--- src/design/sbsf_pkg.sv ---
// Shared types, constants and register codes of the static box suppression filter.
`default_nettype none

package sbsf_pkg;

    localparam int DEF_CHANNELS    = 16;
    localparam int DEF_RING_DEPTH  = 50;
    localparam int DEF_COORD_SCALE = 1000;

    localparam int CH_W       = 4;
    localparam int TIME_W     = 32;
    localparam int COORD_W    = 10;
    localparam int HELD_W     = 6;
    localparam int SENS_W     = 2;
    localparam int EXPIRY_W   = 16;
    localparam int CFG_IDX_W  = 2;
    localparam int CFG_DATA_W = 16;

    // Configuration register indexes.
    localparam logic [CFG_IDX_W-1:0] REG_SENSITIVITY = 2'd0;
    localparam logic [CFG_IDX_W-1:0] REG_EXPIRY      = 2'd1;

    // Sensitivity codes and the divisor each one selects.
    localparam logic [SENS_W-1:0] SENS_DIV5    = 2'd0;
    localparam logic [SENS_W-1:0] SENS_DIV10   = 2'd1;
    localparam logic [SENS_W-1:0] SENS_DIV20   = 2'd2;
    localparam logic [SENS_W-1:0] SENS_DIV10_B = 2'd3;

    localparam logic [SENS_W-1:0]   SENS_RESET   = SENS_DIV10;
    localparam logic [EXPIRY_W-1:0] EXPIRY_RESET = 16'd65;

    typedef struct packed {
        logic [COORD_W-1:0] left_x;
        logic [COORD_W-1:0] top_y;
        logic [COORD_W-1:0] right_x;
        logic [COORD_W-1:0] bottom_y;
    } t_corners;

    typedef struct packed {
        logic [CH_W-1:0]    channel;
        logic [TIME_W-1:0]  event_time;
        logic [COORD_W-1:0] left_x;
        logic [COORD_W-1:0] top_y;
        logic [COORD_W-1:0] right_x;
        logic [COORD_W-1:0] bottom_y;
    } t_in_item;

    typedef struct packed {
        logic              suppressed;
        logic [HELD_W-1:0] entries_held;
    } t_out_item;

    typedef struct packed {
        logic [CFG_IDX_W-1:0]  reg_index;
        logic [CFG_DATA_W-1:0] wr_data;
    } t_cfg_write;

endpackage

`default_nettype wire

--- src/design/sbsf_match.sv ---
// Corner proximity test of one held box against the new box.
`default_nettype none

module sbsf_match
    import sbsf_pkg::*;
(
    input  t_corners          i_held,
    input  t_corners          i_fresh,
    input  logic [SENS_W-1:0] i_sens,
    output logic              o_match
);

    logic signed [COORD_W:0] span_x;
    logic signed [COORD_W:0] span_y;

    // |held - fresh| * div < span, with div in {5, 10, 20} built from shifts.
    function automatic logic corner_close(
        input logic [COORD_W-1:0] held,
        input logic [COORD_W-1:0] fresh,
        input logic signed [COORD_W:0] span,
        input logic [SENS_W-1:0]  sel
    );
        logic signed [COORD_W:0] diff;
        logic [COORD_W-1:0]      mag;
        logic [COORD_W+5:0]      scaled;
        diff = $signed({1'b0, held}) - $signed({1'b0, fresh});
        mag  = diff[COORD_W] ? COORD_W'(-diff) : diff[COORD_W-1:0];
        case (sel)
            SENS_DIV5:  scaled = ((COORD_W+6)'(mag) << 2) + (COORD_W+6)'(mag);
            SENS_DIV20: scaled = ((COORD_W+6)'(mag) << 4) + ((COORD_W+6)'(mag) << 2);
            default:    scaled = ((COORD_W+6)'(mag) << 3) + ((COORD_W+6)'(mag) << 1);
        endcase
        return !span[COORD_W] && (scaled < (COORD_W+6)'(span[COORD_W-1:0]));
    endfunction

    assign span_x = $signed({1'b0, i_held.right_x}) - $signed({1'b0, i_held.left_x});
    assign span_y = $signed({1'b0, i_held.bottom_y}) - $signed({1'b0, i_held.top_y});

    assign o_match = corner_close(i_held.left_x,   i_fresh.left_x,   span_x, i_sens)
                  && corner_close(i_held.top_y,    i_fresh.top_y,    span_y, i_sens)
                  && corner_close(i_held.right_x,  i_fresh.right_x,  span_x, i_sens)
                  && corner_close(i_held.bottom_y, i_fresh.bottom_y, span_y, i_sens);

endmodule

`default_nettype wire

--- config.mk ---
export PLATFORM = sky130hd
export DESIGN_NAME = sbsf_match
export DESIGN_NICKNAME = d
export VERILOG_FILES = /design/src/design/sbsf_pkg.sv /design/src/design/sbsf_match.sv
export SDC_FILE = /design/constraint.sdc
export NUM_CORES = 1
export LEC_CHECK = 0
export ABC_AREA = 0
export BUFFER_PORTS_ARGS = -buffer_cell sky130_fd_sc_hd__buf_2
export CORE_ASPECT_RATIO = 1.5
export CORE_MARGIN = 3
export CORE_UTILIZATION = 53
export DETAILED_ROUTE_END_ITERATION = 10
export PLACE_DENSITY = 0.74
export SLEW_MARGIN = 0
export SYNTH_ARGS = -nofsm -noshare
export SYNTH_HDL_FRONTEND = slang
export SYNTH_SLANG_ARGS = --single-unit
--- constraint.sdc ---
create_clock -name vclk -period 10.8
set_input_delay 2.16 -clock vclk [all_inputs]
set_output_delay 2.16 -clock vclk [all_outputs]
set_load 0.005 [all_outputs]
==> results of run 1 <==
[cell families (layout without fill, tap and decap cells)]
kind of cell             Yosys count  count (layout)
AO/OA/AOI/OAI                    304             304
AND/OR/NAND/NOR                  245             245
adder cells (fa/ha/maj)          142             142
buffers and inverters            116             183
XOR/XNOR                          82              82
multiplexers                      31              31
[power by group]
part           switching, mW  leakage (nW)  total, mW  internal [mW]
registers                  0             0          0              0
logic                  0.717          3.60       1.27          0.556
clock network              0             0          0              0
[layer usage]
metal | track usage [%] | vias up | wire length, microns
li1 | - | 3491 | -
met1 | 25.4 | 3024 | 6610
met2 | 45.2 | 128 | 8480
met3 | 0.584 | 26 | 499
met4 | 6.65 | 0 | 550
met5 | 0 | - | 0
[cell usage in the layout (no fill, tap or decap), drive strengths merged, types with 4 or more instances in the layout]
master	netlist	final
ha	132	132
inv	96	96
buf	2	87
o21ai	81	81
nand2	71	71
a21oi	70	70
nor2	61	61
xnor2	42	42
xor2	40	40
a21o	32	32
mux2i	30	30
nand2b	19	19
o21a	16	16
nor2b	15	15
a211oi	14	14
nand3	13	13
nor3	11	11
o211ai	11	11
a31oi	10	10
fa	10	10
or3	9	9
or2	9	9
and3	8	8
o31a	6	6
o21bai	6	6
a211o	6	6
o31ai	6	6
o311ai	5	5
nor3b	4	4
nor4	4	4
o221ai	4	4
a2111o	4	4
a22oi	4	4
nand4	4	4
[worst min-delay path by stage]
stage | endpoint | slack (ps) | cells past startpoint
floorplan | o_match | 4740 | 4
global placement | o_match | 5070 | 6
detailed placement | o_match | 5090 | 6
CTS | o_match | 5090 | 6
global route | o_match | 5180 | 6
finish | o_match | 5090 | 6
[cell type report]
cell class / instances / area, sq um / area share (%)
multi-input cells: 804 / 6080 / 85.9
well taps: 153 / 191 / 2.70
inverters: 96 / 360 / 5.09
repair buffers: 87 / 445 / 6.29
[stage by stage]
step / hold slack (ps) / cells
5_1_grt: 5180 / 1140
3_5_place_dp: 5090 / 1140
3_3_place_gp: 5070 / 1140
4_1_cts: 5090 / 1140
6_report: 5090 / 1140
2_1_floorplan: 4740 / 920
==> impl_metrics.env, run 1 <==
export IMPL_design_seq_count=0
export IMPL_cts_resized=0
export IMPL_io_buffers=83
export IMPL_status="finished clean"
export IMPL_slowest_delay_ps=390
export IMPL_worstPathMaxFanout=6
export IMPL_antenna_cells=0
export IMPL_fill_cells=1202
export IMPL_drc=0
export IMPL_synth_most_common_cell="ha_1"
export IMPL_postCtsSetupBuffers=0
export IMPL_cellPowerDensity_mw_per_mm2=180
export IMPL_die_w_microns=96.6
export IMPL_clock_buffers=0
export IMPL_dp_hpwl_mm=14.1
export IMPL_core_area_sq_mm=0.0120
export IMPL_die_h_microns=142
export IMPL_synth_nets=1144
export IMPL_die_area_sq_mm=0.0137
export IMPL_grt_pass1_vias=6178
export IMPL_fin_area_sq_mm=0.00708
export IMPL_vdd_drop_max_mv=0.0660
export IMPL_gp_congestion=0.913
export IMPL_rsz0062_at_grt="false"
export IMPL_synth_compound_gate_area_share_pct=30.4
export IMPL_start_util_pct=54.2
export IMPL_relSlewSlack_pct=33.1
export IMPL_grt_max_degree=68
export IMPL_path_depth=30
export IMPL_cp_num_buf_inv=4
export IMPL_track_usage_pct=22.8
export IMPL_route_antenna_remaining_nets=0
export IMPL_synth_area_leaders="ha_1 25%, o21ai_0 6.2%, xnor2_1 5.6%"
export IMPL_synthXorXnorAreaFrac_pct=11.0
export IMPL_ys_seq_area_share_pct=0
export IMPL_hold_violations=0
export IMPL_final_core_util_pct=58.9
export IMPL_drive_gt1_share_pct=10.6
export IMPL_num_nets_final=1213
export IMPL_synthAdderAreaFrac_pct=28.4
export IMPL_min_period_ps=10400
export IMPL_period_share_pct=96.3
export IMPL_yosysUniqueCellTypes=63
export IMPL_grt_pass1_wl_mm=26.1
export IMPL_clock_fmax_mhz=96.1
export IMPL_finalWirelength_mm=16.1
export IMPL_worstPathArrival_ps=8240
export IMPL_viasPerCell=5.85
export IMPL_drv_slew=0
export IMPL_synthMuxAreaShare_pct=4.78
export IMPL_fin_setup_tns_ps=0
export IMPL_finalSetupViolCount=0
export IMPL_crit_family="compound AO/OA/AOI/OAI gates"
export IMPL_synthToLayoutAreaGrowth_pct=8.64
export IMPL_path_class="primary input to primary output"
export IMPL_netlist_instances=920
export IMPL_drt_iter0_markers=156
export IMPL_overflow=0
export IMPL_crit_path_top_delay_cell="fa_1"
export IMPL_synth_top_cell_area_share_pct=25.3
export IMPL_critPathLaunchType="primary input"
export IMPL_hp_start="i_held[39]"
export IMPL_drv_cap=0
export IMPL_syn_avg_cell_area_sq_um=7.09
export IMPL_yosys_area_share_simple_pct=18.7
export IMPL_dp_worst_setup_slack_ps=436
export IMPL_worstMarginPinSlew_ps=1000
export IMPL_critPathCapture="o_match"
export IMPL_crit_path_end_kind="primary output"
export IMPL_regArea_sq_um=0
export IMPL_fin_ws_ps=399
export IMPL_critPathLaunch="i_held[0]"
export IMPL_first_pass_iters=4
export IMPL_placed_area_sq_mm=0.00708
export IMPL_ys_warn_count=0
export IMPL_cts_hold_buf=0
export IMPL_rows=49
export IMPL_yosysTopAreaCell="ha_1"
export IMPL_netlist_top_cells_count="132 x ha_1, 96 x inv_1, 81 x o21ai_0"
export IMPL_synth_cell_area_sq_mm=0.00652
export IMPL_io_pins=83
export IMPL_power_total_mw=1.27
export IMPL_route_vias_total=6669
export IMPL_synth_top_family_by_area="compound AO/OA/AOI/OAI gates"
export IMPL_hold_path_class="primary input to primary output"
export IMPL_antenna_found_initial=0
export IMPL_leakage_nw=3.60
export IMPL_routedWlPerCell_microns=14.2
export IMPL_required_ps=8640
No activity file was read; power rests on OpenSTA's default activity.
==> inputs of run 2 (changes only) <==
--- a/config.mk
+++ b/config.mk
@@ -6,7 +6,7 @@
 export NUM_CORES = 1
 export LEC_CHECK = 0
 export ABC_AREA = 0
-export BUFFER_PORTS_ARGS = -buffer_cell sky130_fd_sc_hd__buf_2
+export BUFFER_PORTS_ARGS = -buffer_cell sky130_fd_sc_hd__buf_4
 export CORE_ASPECT_RATIO = 1.5
 export CORE_MARGIN = 3
 export CORE_UTILIZATION = 53
==> impl_metrics.env, run 2 (synthesized netlist as in run 1, its figures left out) <==
export IMPL_status="finished clean"
export IMPL_gp_congestion=0.866
export IMPL_critPathLaunchType="primary input"
export IMPL_clockPowerShare_pct=0
export IMPL_drive_gt1_share_pct=10.8
export IMPL_num_nets_final=1212
export IMPL_power_frac_comb_pct=100.0
export IMPL_start_util_pct=54.2
export IMPL_die_h_microns=142
export IMPL_grt_pass1_vias=6355
export IMPL_layout_commonest_cell="ha_1"
export IMPL_drc=0
export IMPL_antenna_found_initial=0
export IMPL_die_w_microns=96.6
export IMPL_finalWirelength_mm=16.4
export IMPL_io_buffers=83
export IMPL_cellInternalPower_uw=564
export IMPL_cellPowerDensity_mw_per_mm2=176
export IMPL_core_area_sq_mm=0.0120
export IMPL_hold_path_class="primary input to primary output"
export IMPL_swShare_pct=56.1
export IMPL_fin_setup_tns_ps=0
export IMPL_die_area_sq_mm=0.0137
export IMPL_path_class="primary input to primary output"
export IMPL_crit_path_end_kind="primary output"
export IMPL_mostFrequentLayoutCells="132 x ha_1, 96 x inv_1, 86 x buf_4"
export IMPL_min_period_ps=10340
export IMPL_power_total_mw=1.29
export IMPL_hold_violations=0
export IMPL_grt_max_degree=68
export IMPL_overflow=0
export IMPL_switching_power_uw=722
export IMPL_clock_fmax_mhz=96.7
export IMPL_design_seq_count=0
export IMPL_placed_area_sq_mm=0.00728
export IMPL_drv_slew=0
export IMPL_viasPerCell=5.81
export IMPL_clock_buffers=0
export IMPL_slowest_delay_ps=390
export IMPL_hold_slack_ps=5100
export IMPL_first_pass_iters=4
export IMPL_worstMarginPinSlew_ps=677
export IMPL_io_pins=83
export IMPL_route_antenna_remaining_nets=0
export IMPL_route_vias_total=6617
export IMPL_dp_hpwl_mm=14.3
export IMPL_track_usage_pct=23.2
export IMPL_synthToLayoutAreaGrowth_pct=11.9
export IMPL_grt_pass1_wl_mm=26.6
export IMPL_crit_family="compound AO/OA/AOI/OAI gates"
export IMPL_routedWlPerCell_microns=14.4
export IMPL_drv_cap=0
export IMPL_crit_path_top_delay_cell="fa_1"
export IMPL_fill_cells=1193
export IMPL_dp_worst_setup_slack_ps=429
export IMPL_period_share_pct=95.8
export IMPL_worstPathMaxFanout=4
export IMPL_finalSetupViolCount=0
export IMPL_postCtsSetupBuffers=0
export IMPL_cp_num_buf_inv=5
export IMPL_antenna_cells=0
export IMPL_fin_ws_ps=457
export IMPL_vdd_drop_max_mv=0.0753
export IMPL_leakage_nw=3.67
export IMPL_drt_iter0_markers=155
export IMPL_rsz0062_at_grt="false"
export IMPL_rows=49
export IMPL_relSlewSlack_pct=54.3
export IMPL_required_ps=8640
export IMPL_worstPathArrival_ps=8180
export IMPL_p_seq_share_pct=0
export IMPL_regArea_sq_um=0
export IMPL_fin_area_sq_mm=0.00730
## run 2: cell count changes in the layout (fill, tap and decap cells not counted)
cell / delta
buf_2: -83
buf_4: +82
nor4_1: -1
nor4_2: +1
o311ai_0: +1
o311ai_1: -1
xor2_1: -1
xor2_2: +1
## run 2: tightest hold or removal path, cell delays in order
cell	delay, ps
buf_4	90
ha_1	170
xor2_1	180
nor2_1	150
nor4_2	60
buf_4	130
## run 2: worst paths after layout
path	from	slack (ps)	cells past startpoint	end
min	i_held[39]	5100	6	o_match
max	i_held[0]	460	31	o_match
## run 2: power groups by stage
stage          Clock, mW  Combinational [mW]  Sequential (mW)
3_3_place_gp           0                1.26                0
4_1_cts                0                1.28                0
3_5_place_dp           0                1.28                0
5_1_grt                0                1.47                0
6_report               0                1.29                0
2_1_floorplan          0                1.00                0
## run 2: what timing repair did
| action | in CTS | in global routing |
|---|---|---|
| hold buffers | 0 | 0 |
| setup endpoints to repair | 0 | 1 |
| resized for setup | 0 | 3 |
## run 2: layout make-up
cell class / instances / area, sq um / area share [%]
inverters: 96 / 360 / 4.94
multi-input cells: 804 / 6100 / 83.6
well taps: 153 / 191 / 2.62
repair buffers: 86 / 646 / 8.85
## run 2: metrics by stage
stage	instances	util, %
floorplan	920	-
global placement	1139	60.6
detailed placement	1139	60.6
CTS	1139	60.6
global route	1139	60.7
finish	1139	60.7
## run 2: routing by layer
| layer | part of all wire (%) | vias up | global-route usage, % | routed length [microns] |
|---|---|---|---|---|
| li1 | - | 3478 | - | - |
| met1 | 40 | 2979 | 24.9 | 6480 |
| met2 | 53 | 130 | 46.3 | 8670 |
| met3 | 3.2 | 30 | 0.743 | 528 |
| met4 | 4.2 | 0 | 8.35 | 686 |
| met5 | 0 | - | 0 | 0 |
